==> config.mk <==
export PLATFORM = sky130hd
export DESIGN_NAME = delta_list_timeout_queue_unit
export DESIGN_NICKNAME = d
export VERILOG_FILES = /design/src/hdl/dltq_pkg.sv /design/src/hdl/dltq_ram.sv /design/src/hdl/dltq_ctrl.sv /design/src/hdl/dltq_dp.sv /design/src/hdl/delta_list_timeout_queue_unit.sv
export SDC_FILE = /design/constraint.sdc
export NUM_CORES = 1
export LEC_CHECK = 0
export BUFFER_PORTS_ARGS = -buffer_cell sky130_fd_sc_hd__buf_2
export CAP_MARGIN = 0
export CORE_AREA = 2 2 224 226
export CTS_BUF_LIST = sky130_fd_sc_hd__clkbuf_8
export CTS_CLUSTER_SIZE = 8
export DETAILED_ROUTE_END_ITERATION = 12
export DIE_AREA = 0 0 226 228
export GPL_ROUTABILITY_DRIVEN = 0
export PLACE_DENSITY = 0.69
export SKIP_CTS_REPAIR_TIMING = 1
export SLEW_MARGIN = 20
export SYNTH_ARGS = -nofsm -noshare
export SYNTH_HDL_FRONTEND = slang
export SYNTH_SLANG_ARGS = --single-unit
==> constraint.sdc <==
create_clock -name clock -period 9.3 [get_ports clock]
set_input_delay 0.93 -clock clock [delete_from_list [all_inputs] [get_ports clock]]
set_output_delay 0.93 -clock clock [all_outputs]
set_load 0.01 [all_outputs]
==> src/hdl/dltq_pkg.sv <==
`default_nettype none
// ----------------------------------------------------------------------------
// dltq_pkg
// Shared types and constants of the delta-list timeout queue: request and
// status codes, controller states and the controller/datapath interface.
// ----------------------------------------------------------------------------
package dltq_pkg;

   localparam int DEPTH_DEF       = 16;
   localparam int ID_WIDTH_DEF    = 8;
   localparam int DELTA_WIDTH_DEF = 16;
   localparam int TIMEOUT_WIDTH   = 16;
   localparam int REQ_TYPE_WIDTH  = 2;
   localparam int STATUS_WIDTH    = 3;
   localparam int MAX_RESULTS     = 16;

   typedef enum logic [REQ_TYPE_WIDTH-1:0] {
      OP_INSERT = 2'd0,
      OP_REMOVE = 2'd1,
      OP_TICK   = 2'd2
   } req_op_type;

   typedef enum logic [STATUS_WIDTH-1:0] {
      STAT_INSERTED  = 3'd0,
      STAT_IGNORED   = 3'd1,
      STAT_FULL      = 3'd2,
      STAT_REMOVED   = 3'd3,
      STAT_NOT_FOUND = 3'd4,
      STAT_EXPIRED   = 3'd5
   } rsp_status_type;

   typedef enum logic [3:0] {
      S_IDLE,
      S_DISPATCH,
      S_IWALK,
      S_SHUP,
      S_IPUT,
      S_RWALK,
      S_SHDN,
      S_TWALK,
      S_RESP
   } ctrl_state_type;

   // controller to datapath
   typedef struct packed {
      logic           load;
      logic           ptr_inc;
      logic           ptr_dec;
      logic           ptr_top;
      logic           acc_add;
      logic           mark_ins;
      logic           mark_rem;
      logic           mark_gap;
      logic           wr_shup;
      logic           wr_shdn;
      logic           wr_new;
      logic           wr_head;
      logic           cnt_inc;
      logic           cnt_dec;
      logic           cnt_sub_ptr;
      logic           cnt_sub_gap;
      logic           code_load;
      rsp_status_type code;
      logic           emit_req;
      logic           emit_pend;
      logic           emit_last;
      logic           pend_set;
      logic           pend_clr;
   } dltq_cmd_type;

   // datapath to controller
   typedef struct packed {
      req_op_type op;
      logic       t_zero;
      logic       full;
      logic       cnt_zero;
      logic       at_end;
      logic       next_end;
      logic       ptr_zero;
      logic       walk_le;
      logic       id_match;
      logic       pop_ok;
      logic       shup_last;
      logic       pend;
      logic       rsp_free;
   } dltq_stat_type;

endpackage
`default_nettype wire

==> src/hdl/dltq_ram.sv <==
`default_nettype none
// ----------------------------------------------------------------------------
// dltq_ram
// Generic single-write, single-read RAM with registered read data.
// ----------------------------------------------------------------------------
module dltq_ram #(
   parameter int WIDTH = 8,
   parameter int DEPTH = 16,
   localparam int AW = (DEPTH > 1) ? $clog2(DEPTH) : 1
) (
   input  wire logic             clock,
   input  wire logic             wr_en,
   input  wire logic [AW-1:0]    wr_addr,
   input  wire logic [WIDTH-1:0] wr_data,
   input  wire logic [AW-1:0]    rd_addr,
   output logic      [WIDTH-1:0] rd_data
);

   logic [WIDTH-1:0] mem_ff [DEPTH];
   logic [WIDTH-1:0] rd_data_ff;

   always_ff @(posedge clock) begin
      if (wr_en) begin
         mem_ff[wr_addr] <= wr_data;
      end
      rd_data_ff <= mem_ff[rd_addr];
   end

   assign rd_data = rd_data_ff;

endmodule
`default_nettype wire

==> src/hdl/dltq_ctrl.sv <==
`default_nettype none
// ----------------------------------------------------------------------------
// dltq_ctrl
// Sequencer of the timeout queue: walks, shifts and result emission.
// ----------------------------------------------------------------------------
module dltq_ctrl (
   input  wire logic                    clock,
   input  wire logic                    reset,
   input  wire logic                    req_valid,
   output logic                         req_stall,
   input  wire dltq_pkg::dltq_stat_type stat,
   output dltq_pkg::dltq_cmd_type       cmd
);

   dltq_pkg::ctrl_state_type state_ff, state_in;

   always_ff @(posedge clock) begin
      if (reset) begin
         state_ff <= dltq_pkg::S_IDLE;
      end else begin
         state_ff <= state_in;
      end
   end

   always_comb begin
      state_in  = state_ff;
      cmd       = '0;
      cmd.code  = dltq_pkg::STAT_INSERTED;
      req_stall = (state_ff != dltq_pkg::S_IDLE);
      case (state_ff)
         dltq_pkg::S_IDLE: begin
            if (req_valid) begin
               cmd.load = 1'b1;
               state_in = dltq_pkg::S_DISPATCH;
            end
         end
         dltq_pkg::S_DISPATCH: begin
            case (stat.op)
               dltq_pkg::OP_INSERT: begin
                  if (stat.t_zero) begin
                     cmd.code_load = 1'b1;
                     cmd.code      = dltq_pkg::STAT_IGNORED;
                     state_in      = dltq_pkg::S_RESP;
                  end else if (stat.full) begin
                     cmd.code_load = 1'b1;
                     cmd.code      = dltq_pkg::STAT_FULL;
                     state_in      = dltq_pkg::S_RESP;
                  end else begin
                     state_in = dltq_pkg::S_IWALK;
                  end
               end
               dltq_pkg::OP_REMOVE: begin
                  state_in = dltq_pkg::S_RWALK;
               end
               dltq_pkg::OP_TICK: begin
                  state_in = stat.cnt_zero ? dltq_pkg::S_IDLE : dltq_pkg::S_TWALK;
               end
               default: begin
                  state_in = dltq_pkg::S_IDLE;
               end
            endcase
         end
         dltq_pkg::S_IWALK: begin
            if (stat.at_end) begin
               cmd.mark_ins = 1'b1;
               state_in     = dltq_pkg::S_IPUT;
            end else if (stat.walk_le) begin
               cmd.acc_add = 1'b1;
               cmd.ptr_inc = 1'b1;
            end else begin
               cmd.mark_ins = 1'b1;
               cmd.ptr_top  = 1'b1;
               state_in     = dltq_pkg::S_SHUP;
            end
         end
         dltq_pkg::S_SHUP: begin
            cmd.wr_shup = 1'b1;
            if (stat.shup_last) begin
               state_in = dltq_pkg::S_IPUT;
            end else begin
               cmd.ptr_dec = 1'b1;
            end
         end
         dltq_pkg::S_IPUT: begin
            cmd.wr_new    = 1'b1;
            cmd.cnt_inc   = 1'b1;
            cmd.code_load = 1'b1;
            cmd.code      = dltq_pkg::STAT_INSERTED;
            state_in      = dltq_pkg::S_RESP;
         end
         dltq_pkg::S_RWALK: begin
            if (stat.at_end) begin
               cmd.code_load = 1'b1;
               cmd.code      = dltq_pkg::STAT_NOT_FOUND;
               state_in      = dltq_pkg::S_RESP;
            end else if (stat.id_match) begin
               cmd.mark_rem = 1'b1;
               if (stat.next_end) begin
                  cmd.cnt_dec   = 1'b1;
                  cmd.code_load = 1'b1;
                  cmd.code      = dltq_pkg::STAT_REMOVED;
                  state_in      = dltq_pkg::S_RESP;
               end else begin
                  cmd.ptr_inc = 1'b1;
                  state_in    = dltq_pkg::S_SHDN;
               end
            end else begin
               cmd.ptr_inc = 1'b1;
            end
         end
         dltq_pkg::S_SHDN: begin
            cmd.wr_shdn = 1'b1;
            if (stat.next_end) begin
               cmd.cnt_sub_gap = 1'b1;
               if (stat.op == dltq_pkg::OP_REMOVE) begin
                  cmd.code_load = 1'b1;
                  cmd.code      = dltq_pkg::STAT_REMOVED;
                  state_in      = dltq_pkg::S_RESP;
               end else begin
                  state_in = dltq_pkg::S_IDLE;
               end
            end else begin
               cmd.ptr_inc = 1'b1;
            end
         end
         dltq_pkg::S_TWALK: begin
            if (!stat.pend || stat.rsp_free) begin
               cmd.emit_pend = stat.pend;
               cmd.emit_last = !stat.pop_ok;
               if (stat.pop_ok) begin
                  cmd.pend_set = 1'b1;
                  cmd.ptr_inc  = 1'b1;
               end else begin
                  cmd.pend_clr = 1'b1;
                  if (stat.ptr_zero) begin
                     cmd.wr_head = 1'b1;
                     state_in    = dltq_pkg::S_IDLE;
                  end else if (stat.at_end) begin
                     cmd.cnt_sub_ptr = 1'b1;
                     state_in        = dltq_pkg::S_IDLE;
                  end else begin
                     cmd.mark_gap = 1'b1;
                     state_in     = dltq_pkg::S_SHDN;
                  end
               end
            end
         end
         dltq_pkg::S_RESP: begin
            if (stat.rsp_free) begin
               cmd.emit_req = 1'b1;
               state_in     = dltq_pkg::S_IDLE;
            end
         end
         default: begin
            state_in = dltq_pkg::S_IDLE;
         end
      endcase
   end

endmodule
`default_nettype wire

==> src/hdl/dltq_dp.sv <==
`default_nettype none
// ----------------------------------------------------------------------------
// dltq_dp
// Datapath of the timeout queue: entry RAM, walk pointer, deadline
// accumulator, entry count and the result register.
// ----------------------------------------------------------------------------
module dltq_dp #(
   parameter int DEPTH       = dltq_pkg::DEPTH_DEF,
   parameter int ID_WIDTH    = dltq_pkg::ID_WIDTH_DEF,
   parameter int DELTA_WIDTH = dltq_pkg::DELTA_WIDTH_DEF
) (
   input  wire logic                                clock,
   input  wire logic                                reset,
   input  wire logic [dltq_pkg::REQ_TYPE_WIDTH-1:0] req_type,
   input  wire logic [ID_WIDTH-1:0]                 req_entry_id,
   input  wire logic [dltq_pkg::TIMEOUT_WIDTH-1:0]  req_timeout_ticks,
   output logic                                     rsp_valid,
   input  wire logic                                rsp_stall,
   output logic [dltq_pkg::STATUS_WIDTH-1:0]        rsp_status,
   output logic [ID_WIDTH-1:0]                      rsp_result_id,
   output logic                                     rsp_last,
   input  wire dltq_pkg::dltq_cmd_type              cmd,
   output dltq_pkg::dltq_stat_type                  stat
);

   localparam int AW = (DEPTH > 1) ? $clog2(DEPTH) : 1;
   localparam int CW = $clog2(DEPTH + 1);
   localparam int DW = DELTA_WIDTH;
   localparam int EW = ID_WIDTH + DELTA_WIDTH;
   localparam int TW = dltq_pkg::TIMEOUT_WIDTH;

   dltq_pkg::req_op_type     op_ff;
   dltq_pkg::rsp_status_type code_ff;
   dltq_pkg::rsp_status_type status_ff;
   logic [ID_WIDTH-1:0]      id_ff, pend_id_ff, rid_ff;
   logic [DW-1:0]            t_ff, acc_ff, nd_ff, carry_ff;
   logic [CW-1:0]            ptr_ff, ptr_in, pos_ff, gap_ff, count_ff;
   logic                     pend_ff, rsp_valid_ff, last_ff;

   logic [DW-1:0]            t_sat;
   logic [EW-1:0]            rd_data, wr_data;
   logic [ID_WIDTH-1:0]      rd_id;
   logic [DW-1:0]            rd_delta, delta_eff, delta_fix, delta_sum;
   logic [DW:0]              walk_sum, carry_sum;
   logic [CW-1:0]            wr_ptr;
   logic                     wr_en, rsp_free;

   // clamp the timeout into the delta range
   generate
      if (DELTA_WIDTH >= TW) begin : g_wide
         assign t_sat = DW'(req_timeout_ticks);
      end else begin : g_narrow
         assign t_sat = (req_timeout_ticks[TW-1:DELTA_WIDTH] != '0) ?
                        {DW{1'b1}} : req_timeout_ticks[DELTA_WIDTH-1:0];
      end
   endgenerate

   assign rd_id     = rd_data[EW-1:DW];
   assign rd_delta  = rd_data[DW-1:0];
   assign walk_sum  = {1'b0, acc_ff} + {1'b0, rd_delta};
   assign carry_sum = {1'b0, rd_delta} + {1'b0, carry_ff};
   assign delta_sum = carry_sum[DW] ? {DW{1'b1}} : carry_sum[DW-1:0];
   assign delta_fix = (rd_delta >= nd_ff) ? (rd_delta - nd_ff) : '0;
   assign delta_eff = (ptr_ff != '0) ? rd_delta :
                      ((rd_delta != '0) ? (rd_delta - DW'(1)) : '0);
   assign rsp_free  = !rsp_valid_ff || !rsp_stall;

   always_comb begin
      stat.op        = op_ff;
      stat.t_zero    = (t_ff == '0);
      stat.full      = (count_ff == CW'(DEPTH));
      stat.cnt_zero  = (count_ff == '0);
      stat.at_end    = (ptr_ff == count_ff);
      stat.next_end  = ((ptr_ff + CW'(1)) == count_ff);
      stat.ptr_zero  = (ptr_ff == '0);
      stat.walk_le   = (walk_sum <= {1'b0, t_ff});
      stat.id_match  = (rd_id == id_ff);
      stat.pop_ok    = (ptr_ff != count_ff) && (32'(ptr_ff) < dltq_pkg::MAX_RESULTS) &&
                       (delta_eff == '0);
      stat.shup_last = (ptr_ff == pos_ff);
      stat.pend      = pend_ff;
      stat.rsp_free  = rsp_free;
   end

   // walk pointer; its next value is also the RAM read address
   always_comb begin
      ptr_in = ptr_ff;
      if (cmd.load) begin
         ptr_in = '0;
      end else if (cmd.ptr_inc) begin
         ptr_in = ptr_ff + CW'(1);
      end else if (cmd.ptr_dec) begin
         ptr_in = ptr_ff - CW'(1);
      end else if (cmd.ptr_top) begin
         ptr_in = count_ff - CW'(1);
      end
   end

   // one write port shared by the shifts and the entry updates
   always_comb begin
      wr_en   = cmd.wr_shup || cmd.wr_shdn || cmd.wr_new || cmd.wr_head;
      wr_ptr  = '0;
      wr_data = {rd_id, rd_delta};
      if (cmd.wr_shup) begin
         wr_ptr  = ptr_ff + CW'(1);
         wr_data = {rd_id, (ptr_ff == pos_ff) ? delta_fix : rd_delta};
      end else if (cmd.wr_shdn) begin
         wr_ptr  = ptr_ff - gap_ff;
         wr_data = {rd_id, delta_sum};
      end else if (cmd.wr_new) begin
         wr_ptr  = pos_ff;
         wr_data = {id_ff, nd_ff};
      end else if (cmd.wr_head) begin
         wr_ptr  = '0;
         wr_data = {rd_id, delta_eff};
      end
   end

   dltq_ram #(
      .WIDTH (EW),
      .DEPTH (DEPTH)
   ) u_ram (
      .clock   (clock),
      .wr_en   (wr_en),
      .wr_addr (wr_ptr[AW-1:0]),
      .wr_data (wr_data),
      .rd_addr (ptr_in[AW-1:0]),
      .rd_data (rd_data)
   );

   // request and walk registers
   always_ff @(posedge clock) begin
      ptr_ff <= ptr_in;
      if (cmd.load) begin
         op_ff  <= dltq_pkg::req_op_type'(req_type);
         id_ff  <= req_entry_id;
         t_ff   <= t_sat;
         acc_ff <= '0;
      end else if (cmd.acc_add) begin
         acc_ff <= walk_sum[DW-1:0];
      end
      if (cmd.mark_ins) begin
         pos_ff <= ptr_ff;
         nd_ff  <= t_ff - acc_ff;
      end
      if (cmd.mark_rem) begin
         pos_ff   <= ptr_ff;
         gap_ff   <= CW'(1);
         carry_ff <= rd_delta;
      end else if (cmd.mark_gap) begin
         gap_ff   <= ptr_ff;
         carry_ff <= '0;
      end else if (cmd.wr_shdn) begin
         carry_ff <= '0;
      end
      if (cmd.code_load) begin
         code_ff <= cmd.code;
      end
      if (cmd.pend_set) begin
         pend_id_ff <= rd_id;
      end
   end

   // entry count and pending expiry
   always_ff @(posedge clock) begin
      if (reset) begin
         count_ff <= '0;
         pend_ff  <= 1'b0;
      end else begin
         if (cmd.cnt_inc) begin
            count_ff <= count_ff + CW'(1);
         end else if (cmd.cnt_dec) begin
            count_ff <= count_ff - CW'(1);
         end else if (cmd.cnt_sub_ptr) begin
            count_ff <= count_ff - ptr_ff;
         end else if (cmd.cnt_sub_gap) begin
            count_ff <= count_ff - gap_ff;
         end
         if (cmd.pend_set) begin
            pend_ff <= 1'b1;
         end else if (cmd.pend_clr) begin
            pend_ff <= 1'b0;
         end
      end
   end

   // result register
   always_ff @(posedge clock) begin
      if (reset) begin
         rsp_valid_ff <= 1'b0;
      end else if (cmd.emit_req || cmd.emit_pend) begin
         rsp_valid_ff <= 1'b1;
      end else if (!rsp_stall) begin
         rsp_valid_ff <= 1'b0;
      end
   end

   always_ff @(posedge clock) begin
      if (cmd.emit_req) begin
         status_ff <= code_ff;
         rid_ff    <= id_ff;
         last_ff   <= 1'b1;
      end else if (cmd.emit_pend) begin
         status_ff <= dltq_pkg::STAT_EXPIRED;
         rid_ff    <= pend_id_ff;
         last_ff   <= cmd.emit_last;
      end
   end

   assign rsp_valid     = rsp_valid_ff;
   assign rsp_status    = status_ff;
   assign rsp_result_id = rid_ff;
   assign rsp_last      = last_ff;

   a_emit_free: assert property (@(posedge clock) disable iff (reset)
      (cmd.emit_req || cmd.emit_pend) |-> rsp_free)
      else $error("result emitted over an untaken result");

   a_insert_room: assert property (@(posedge clock) disable iff (reset)
      cmd.cnt_inc |-> (count_ff < CW'(DEPTH)) && (pos_ff <= count_ff))
      else $error("insert into a full queue or past its end");

   a_shdn_gap: assert property (@(posedge clock) disable iff (reset)
      cmd.wr_shdn |-> (gap_ff != '0) && (ptr_ff >= gap_ff) && (ptr_ff < count_ff))
      else $error("shift down outside the queue");

   a_count_drop: assert property (@(posedge clock) disable iff (reset)
      (cmd.cnt_sub_gap || cmd.cnt_sub_ptr) |=> (count_ff < $past(count_ff)))
      else $error("tick or remove did not shrink the queue");

endmodule
`default_nettype wire

==> src/hdl/delta_list_timeout_queue_unit.sv <==
`default_nettype none
// ----------------------------------------------------------------------------
// delta_list_timeout_queue_unit
// Timeout queue kept as a delta list in deadline order: insert, remove and
// timer tick requests, with expired ids returned one item at a time.
// ----------------------------------------------------------------------------
//
//  channel  direction  handshake             payload
//  req      in         req_valid/req_stall   req_type, req_entry_id,
//                                            req_timeout_ticks
//  rsp      out        rsp_valid/rsp_stall   rsp_status, rsp_result_id,
//                                            rsp_last
//
//  Items: one item at a time. The entry RAM does one read and one write a
//  cycle; an insert walks to its position, then shifts the later entries
//  up and writes the new entry, a remove walks to the id, then shifts the
//  later entries down, and a tick walks the expired entries, then shifts
//  the rest down.
//  Reset: synchronous, empties the queue and drops any waiting result; the
//  entry RAM itself is not cleared, only entries below the count are read.
//  Stalls: a held result does not block acceptance of the next item; the
//  block only waits when it has a further result to give.
// ----------------------------------------------------------------------------
module delta_list_timeout_queue_unit #(
   parameter int DEPTH       = dltq_pkg::DEPTH_DEF,
   parameter int ID_WIDTH    = dltq_pkg::ID_WIDTH_DEF,
   parameter int DELTA_WIDTH = dltq_pkg::DELTA_WIDTH_DEF
) (
   input  wire logic                                clock,
   input  wire logic                                reset,
   input  wire logic                                req_valid,
   output logic                                     req_stall,
   input  wire logic [dltq_pkg::REQ_TYPE_WIDTH-1:0] req_type,
   input  wire logic [ID_WIDTH-1:0]                 req_entry_id,
   input  wire logic [dltq_pkg::TIMEOUT_WIDTH-1:0]  req_timeout_ticks,
   output logic                                     rsp_valid,
   input  wire logic                                rsp_stall,
   output logic [dltq_pkg::STATUS_WIDTH-1:0]        rsp_status,
   output logic [ID_WIDTH-1:0]                      rsp_result_id,
   output logic                                     rsp_last
);

   // command and status between sequencer and datapath
   dltq_pkg::dltq_cmd_type  cmd;
   dltq_pkg::dltq_stat_type stat;

   // sequencer: takes an item only when idle, then walks and shifts the list
   dltq_ctrl u_ctrl (
      .clock     (clock),
      .reset     (reset),
      .req_valid (req_valid),
      .req_stall (req_stall),
      .stat      (stat),
      .cmd       (cmd)
   );

   // datapath: entry RAM, pointers, deadline accumulator and result register
   dltq_dp #(
      .DEPTH       (DEPTH),
      .ID_WIDTH    (ID_WIDTH),
      .DELTA_WIDTH (DELTA_WIDTH)
   ) u_dp (
      .clock             (clock),
      .reset             (reset),
      .req_type          (req_type),
      .req_entry_id      (req_entry_id),
      .req_timeout_ticks (req_timeout_ticks),
      .rsp_valid         (rsp_valid),
      .rsp_stall         (rsp_stall),
      .rsp_status        (rsp_status),
      .rsp_result_id     (rsp_result_id),
      .rsp_last          (rsp_last),
      .cmd               (cmd),
      .stat              (stat)
   );

endmodule
`default_nettype wire

==> impl_metrics.ini, run 1 <==
[status]
status = completed

[sta]
rsz0062_at_grt = false
fmax_mhz = 145.1
period_needed_ns = 6.892
report.final.slew_viol_count = 0
finalHoldViolations = 0
finClkSkew_ns = 0.04979
finalSetupViolCount = 0
worst_slew_pin_slew_ns = 1.161
slew_headroom_pct = 22.40
post-route-period-util_pct = 74.11
setup_tns_ns = 0

[logic_synthesis]
syn_avg_cell_area_um2 = 11.99
synth-edff-count = 469
synth_cell_types = 86
synth_top_area_cell = edfxtp_1
synthTopCellsByArea = edfxtp_1 52%, o211ai_1 5.7%, dfxtp_1 4.6%
synth_fp_nets = 2369
synth_commonest_cells = 469 x edfxtp_1, 202 x o211ai_1, 191 x inv_1
yosysSeqAreaShare_pct = 57.12
yosysWarnings = 0
synth_cells = 2237
ys_ff_latch = 531
yosys_most_used_dff = edfxtp_1
syn_area_mm2 = 0.02683
async_reset_ff_share_pct = 0
synth.top_cell.area_share_pct = 52.50
synth_most_common_cell = edfxtp_1

[global_route]
grt_max_degree = 103
grt_use_total_pct = 27.41
antenna_found_initial = 0
grt_pass1_wl_mm = 107.8
grt_overflow = 0
grt_pass1_vias = 18662

[layout]
antenna_cells = 0
fin_nets = 2402
drive_gt1_share_pct = 14.27
finalNonFillerCells = 3013
n_fill_cell = 3886
stdcell_area_mm2 = 0.02950
area_delta_synth_final_pct = 9.962

[clocking]
cts_max_path_buffers = 3
numCtsBuffers = 90
cts_tree = built
insertion_delay_ns = 0.71
clkSlewWorstSetupHoldPaths_ns = 0.06
cts_max_level = 3
cts-root-buf = clkbuf_8
cts.sinks = 531

[floorplan]
core_mm2 = 0.04935
die_y_um = 228
dieArea_mm2 = 0.05153
num_rows = 82
initial_utilization_pct = 54.36
pin_count = 44
die_w_um = 226

[setup_path]
critical_path_buf_inv_count = 1
crit_path_end_kind = flop
critical-path-max-stage-delay_ns = 0.67
worstPathRequired_ns = 9.86
cp_cell_sequence = ha_1 > a21o_1 > a21oi_1 > o21bai_1 > a21oi_1 > o21bai_1 > a21o_1 > a41oi_1 > a21oi_1 > xor2_1 > ha_1 > and3_1 > nand4_1 > nor4_1 > o21ba_2 > o31a_1 > a31o_2 > or2_4 > o21a_4 > buf_12 > mux2_2 > o211ai_1 > nand4_1
path_delay_family = compound AO/OA/AOI/OAI gates
path_max_fanout = 102
critPathSlowestCell = o21a_4
path_class = flop to flop
path_common_cell = a21oi_1
cp-start-kind = flop
crit_arrival_ns = 7.45

[routing]
postRouteAntennaNets = 0
drt-initial-drc-count = 1896
wl_per_cell_um = 23.60
wirelength_mm = 71.09
drcViolationCount = 0
routed-via-count = 19160
viasPerCell = 6.359
drt_first_pass_iters = 7

[placed_design]
io_buffers = 43
placed_cell_area_mm2 = 0.02771
place_inst = 2843
dp_hpwl_mm = 42.91

[power_and_ir_drop]
pwr-share-clk_pct = 16.8
switchingPower_mw = 5.170
switching_share_pct = 44.32
share_comb_of_total_power_pct = 51.2
power.internal_mw = 6.494
p_leak_nw = 10.36
ir_drop_v = 0.0003750
seq_power_share_pct = 32.0
cellPowerDensity_mw_per_mm2 = 395.4

[worst_hold_path]
min_path_type = input port to flop

[flow_run]
maxCapViolCount = 0
[kinds of logic (layout without fill, tap and decap cells)]
group	Yosys count	in the layout	synth area share (%)
buf+inv	338	442	5.331
xor+xnor	75	75	2.448
compound gates	591	591	16.06
flops	531	531	57.12
fa+ha+maj	102	102	4.953
mux	135	135	5.559
simple gates	465	465	8.530
[per-layer routing]
metal	vias up	GRT usage, %	routed length, um
met1	9414	37.86	30500
met2	886	42.45	32490
li1	8662	-	-
met3	198	5.062	5470
met5	-	0	0
met4	0	11.96	2639
[placed cells by master, fill, tap and decap left out, types with 16 or more instances in the layout]
cell / instances
xor2_1: 22
nand4_1: 37
o2111ai_1: 97
dfxtp_1: 62
or3_1: 18
buf_4: 34
and3_1: 26
inv_1: 232
a21oi_1: 78
clkbuf_8: 95
ha_1: 95
mux2_1: 22
o211ai_1: 202
buf_2: 44
nand2_1: 113
edfxtp_1: 469
nand3_1: 23
mux2_2: 86
nor3_1: 37
nor2_4: 16
o21ai_0: 68
xnor2_1: 53
nor2_1: 110
mux2i_1: 26
[sequential cells by signal, summed over array words and instances, names as in the netlist, 8 cells and up]
signal              cells
u_dp.id_ff              8
u_dp.carry_ff          16
u_dp.t_ff              16
u_dp.rsp_result_id      8
u_dp.u_ram.mem_ff     384
u_dp.acc_ff            16
u_dp.pend_id_ff         8
u_dp.u_ram.rd_data     24
u_dp.nd_ff             16
[final timing paths]
check	startpoint	end	slack (ns)	cells past startpoint
max reg2reg	u_dp.u_ram.rd_data[1]$_DFF_P_	u_dp.u_ram.rd_data[6]$_DFF_P_	2.41	23
min reg2reg	u_dp.u_ram.rd_data[19]$_DFF_P_	u_dp.pend_id_ff[3]$_DFFE_PP_	0.48	0
max	u_dp.u_ram.rd_data[1]$_DFF_P_	u_dp.u_ram.rd_data[6]$_DFF_P_	2.41	23
min	req_entry_id[0]	u_dp.id_ff[0]$_DFFE_PP_	0.41	1
[through the flow]
| step | setup slack, ns | total power [mW] | hold WS [ns] | utilization, % |
|---|---|---|---|---|
| floorplan | 4.005 | 7.997 | 0.4029 | - |
| global placement | 2.716 | 9.431 | 0.4692 | 56.04 |
| detailed placement | 2.520 | 9.590 | 0.4732 | 56.15 |
| CTS | 2.446 | 11.56 | 0.3601 | 59.53 |
| global route | 2.020 | 12.34 | 0.3729 | 59.78 |
| finish | 2.408 | 11.66 | 0.4073 | 59.78 |
[area by class of cell]
cell class | instances | area (um2) | share of cell area [%]
inverters | 191 | 716.9 | 2.430
clock buffers | 95 | 1308 | 4.432
clock inverters | 68 | 362.8 | 1.230
multi-input cells | 1368 | 10280 | 34.83
well taps | 672 | 840.8 | 2.850
flip-flops and latches | 531 | 15320 | 51.95
repair buffers | 88 | 671.9 | 2.278
[power groups by stage]
stage,Combinational [mW],Clock (mW),Sequential (mW)
CTS,5.85,1.99,3.72
detailed placement,5.82,0,3.77
global route,6.49,2.10,3.76
finish,5.97,1.96,3.73
floorplan,4.40,0,3.60
global placement,5.66,0,3.77
(Power assumes the default switching activity.)
==> run 2: changes to the inputs <==
PLACE_DENSITY = 0.72   (was 0.69)
clock period = 5.6 ns   (was 9.3 ns; I/O delays follow)
==> run 2 against run 1 <==
Power is 74% higher; utilization rose by 1.2 points; clock skew is 0.011 ns lower; clock power grew 59%; worst hold slack worse by 0.35 ns; design area increased by 2.0%; critical path type unchanged; sequential power up 64%; final cell count rose by 1.4%.
==> impl_metrics.ini, run 2 (same netlist as run 1, synthesis figures left out) <==
[setup_path]
crit_path_end_kind = flop
r2r_slack_ns = 0.19
critPathSlowestCell = mux2_4
r2r_cells = 23
crit_start = u_dp.u_ram.rd_data[0]$_DFF_P_
worstReg2RegEnd = u_dp.u_ram.rd_data[2]$_DFF_P_
r2r_start = u_dp.u_ram.rd_data[0]$_DFF_P_
worstPathRequired_ns = 6.05
path_max_fanout = 45
path_class = flop to flop
crit_arrival_ns = 5.86
critical-path-max-stage-delay_ns = 0.40
cp_cell_sequence = ha_2 > fa_2 > a211oi_2 > o21ai_2 > nand4_1 > a21oi_1 > a31oi_1 > xnor2_1 > ha_1 > and3_1 > a221o_1 > a31oi_1 > o21ba_2 > o31a_1 > buf_4 > a31o_2 > buf_4 > nor3_1 > mux2_4 > and2_4 > buf_12 > o211ai_1 > nand4_1
endpoint = u_dp.u_ram.rd_data[2]$_DFF_P_
cp-start-kind = flop

[floorplan]
pin_count = 44
dieArea_mm2 = 0.05153
die_y_um = 228
initial_utilization_pct = 54.36
die_w_um = 226
num_rows = 82
core_mm2 = 0.04935

[routing]
routed-via-count = 19592
postRouteAntennaNets = 0
viasPerCell = 6.411
wl_per_cell_um = 24.14
wirelength_mm = 73.76
drt_first_pass_iters = 6
drcViolationCount = 0
drt-initial-drc-count = 2277

[clocking]
clkSlewWorstSetupHoldPaths_ns = 0.06
cts_max_level = 3
cts_max_path_buffers = 3
cts-root-buf = clkbuf_8
numCtsBuffers = 86
cts.sinks = 531
insertion_delay_ns = 0.68
cts_tree = built

[sta]
fmax_mhz = 184.8
report.final.slew_viol_count = 0
period_needed_ns = 5.412
finalHoldViolations = 0
slew_headroom_pct = 21.15
post-route-period-util_pct = 96.64
finalSetupViolCount = 0
worst_slew_pin_slew_ns = 1.180
whs_ns = 0.05254
finClkSkew_ns = 0.03877

[global_route]
grt_max_degree = 97
grt_pass1_wl_mm = 111.3
grt_pass1_vias = 19121
grt_use_total_pct = 28.34
grt_overflow = 0
antenna_found_initial = 0

[layout]
area_delta_synth_final_pct = 12.17
top_register = u_dp.u_ram.mem_ff
drive_gt1_share_pct = 16.61
fin_nets = 2450
finalNonFillerCells = 3056
final_common_cell = edfxtp_1
largest_reg_flops = 384
stdcell_area_mm2 = 0.03009
layout_common_cells = 469 x edfxtp_1, 232 x inv_1, 202 x o211ai_1
fin_util_pct = 60.98
antenna_cells = 0

[status]
status = completed

[flow_run]
maxCapViolCount = 0

[placed_design]
placed_cell_area_mm2 = 0.02812
place_inst = 2880
io_buffers = 43
dp_hpwl_mm = 44.17

[power_and_ir_drop]
cellPowerDensity_mw_per_mm2 = 674.6
ir_drop_v = 0.0006340
p_leak_nw = 10.69

[worst_hold_path]
min_path_type = input port to flop
run 2: cell types whose count changed in the layout (fill, tap and decap cells not counted), moves of 3 or more:
| cell | previous run | this run |
|---|---|---|
| buf_12 | 3 | 14 |
| a21oi_1 | 78 | 75 |
| o21ai_0 | 68 | 65 |
| a21oi_2 | 1 | 4 |
| clkinv_1 | 13 | 6 |
| buf_4 | 34 | 72 |
| clkbuf_16 | 0 | 3 |
run 2: worst min-delay path by stage:
stage | from | to | slack, ns | depth (start not counted)
6_report | req_entry_id[0] | u_dp.id_ff[0]$_DFFE_PP_ | 0.05 | 1
5_1_grt | req_entry_id[0] | u_dp.id_ff[0]$_DFFE_PP_ | 0.02 | 1
4_1_cts | req_timeout_ticks[3] | u_dp.t_ff[3]$_DFFE_PP_ | 0.006 | 1
3_5_place_dp | u_dp.gap_ff[2]$_SDFFE_PP0P_ | u_dp.gap_ff[2]$_SDFFE_PP0P_ | 0.48 | 2
3_3_place_gp | u_dp.gap_ff[2]$_SDFFE_PP0P_ | u_dp.gap_ff[2]$_SDFFE_PP0P_ | 0.47 | 2
2_1_floorplan | u_dp.ptr_ff[4]$_SDFFE_PP0P_ | u_dp.pos_ff[4]$_DFFE_PP_ | 0.40 | 0
run 2: layer usage:
| layer | global-route usage (%) | wire [um] |
|---|---|---|
| met5 | 0 | 0 |
| met4 | 13.14 | 2845 |
| met3 | 4.766 | 7007 |
| met2 | 44.25 | 34100 |
| met1 | 38.83 | 29810 |
run 2: critical path: cells and delay by family, from the launching register on:
family                     cells  cell delay, ns
and+or+nand+nor                5            0.87
DFF                            1            0.35
xor gates and xnor gates       1            0.18
adders and majority gates      3            0.91
muxes                          1            0.40
buffers and inverters          3            0.48
AOI/OAI and AO/OA             10            1.98
run 2: final cells by class:
class	instances	area, um2
repair buffers	140	1291
flip-flops and latches	531	15330
fillers	3766	19260
clock buffers	93	1280
multi-input cells	1368	10340
clock inverters	61	297.8
well taps	672	840.8
inverters	191	716.9
run 2: report_power, final:
group | switching (mW) | internal (mW) | leakage, nW
clock | 1.54 | 1.58 | 0.966
combinational | 6.89 | 4.16 | 4.98
sequential | 0.480 | 5.65 | 4.74
run 2: per-stage QoR:
stage,power (mW),setup WS [ns],setup TNS (ns)
2_1_floorplan,13.28,0.3046,0
3_3_place_gp,16.24,-0.1366,-0.1366
3_5_place_dp,16.53,-0.2875,-0.3753
4_1_cts,19.67,-0.3053,-0.8465
5_1_grt,21.37,-0.03262,-0.05900
6_report,20.30,0.1884,0
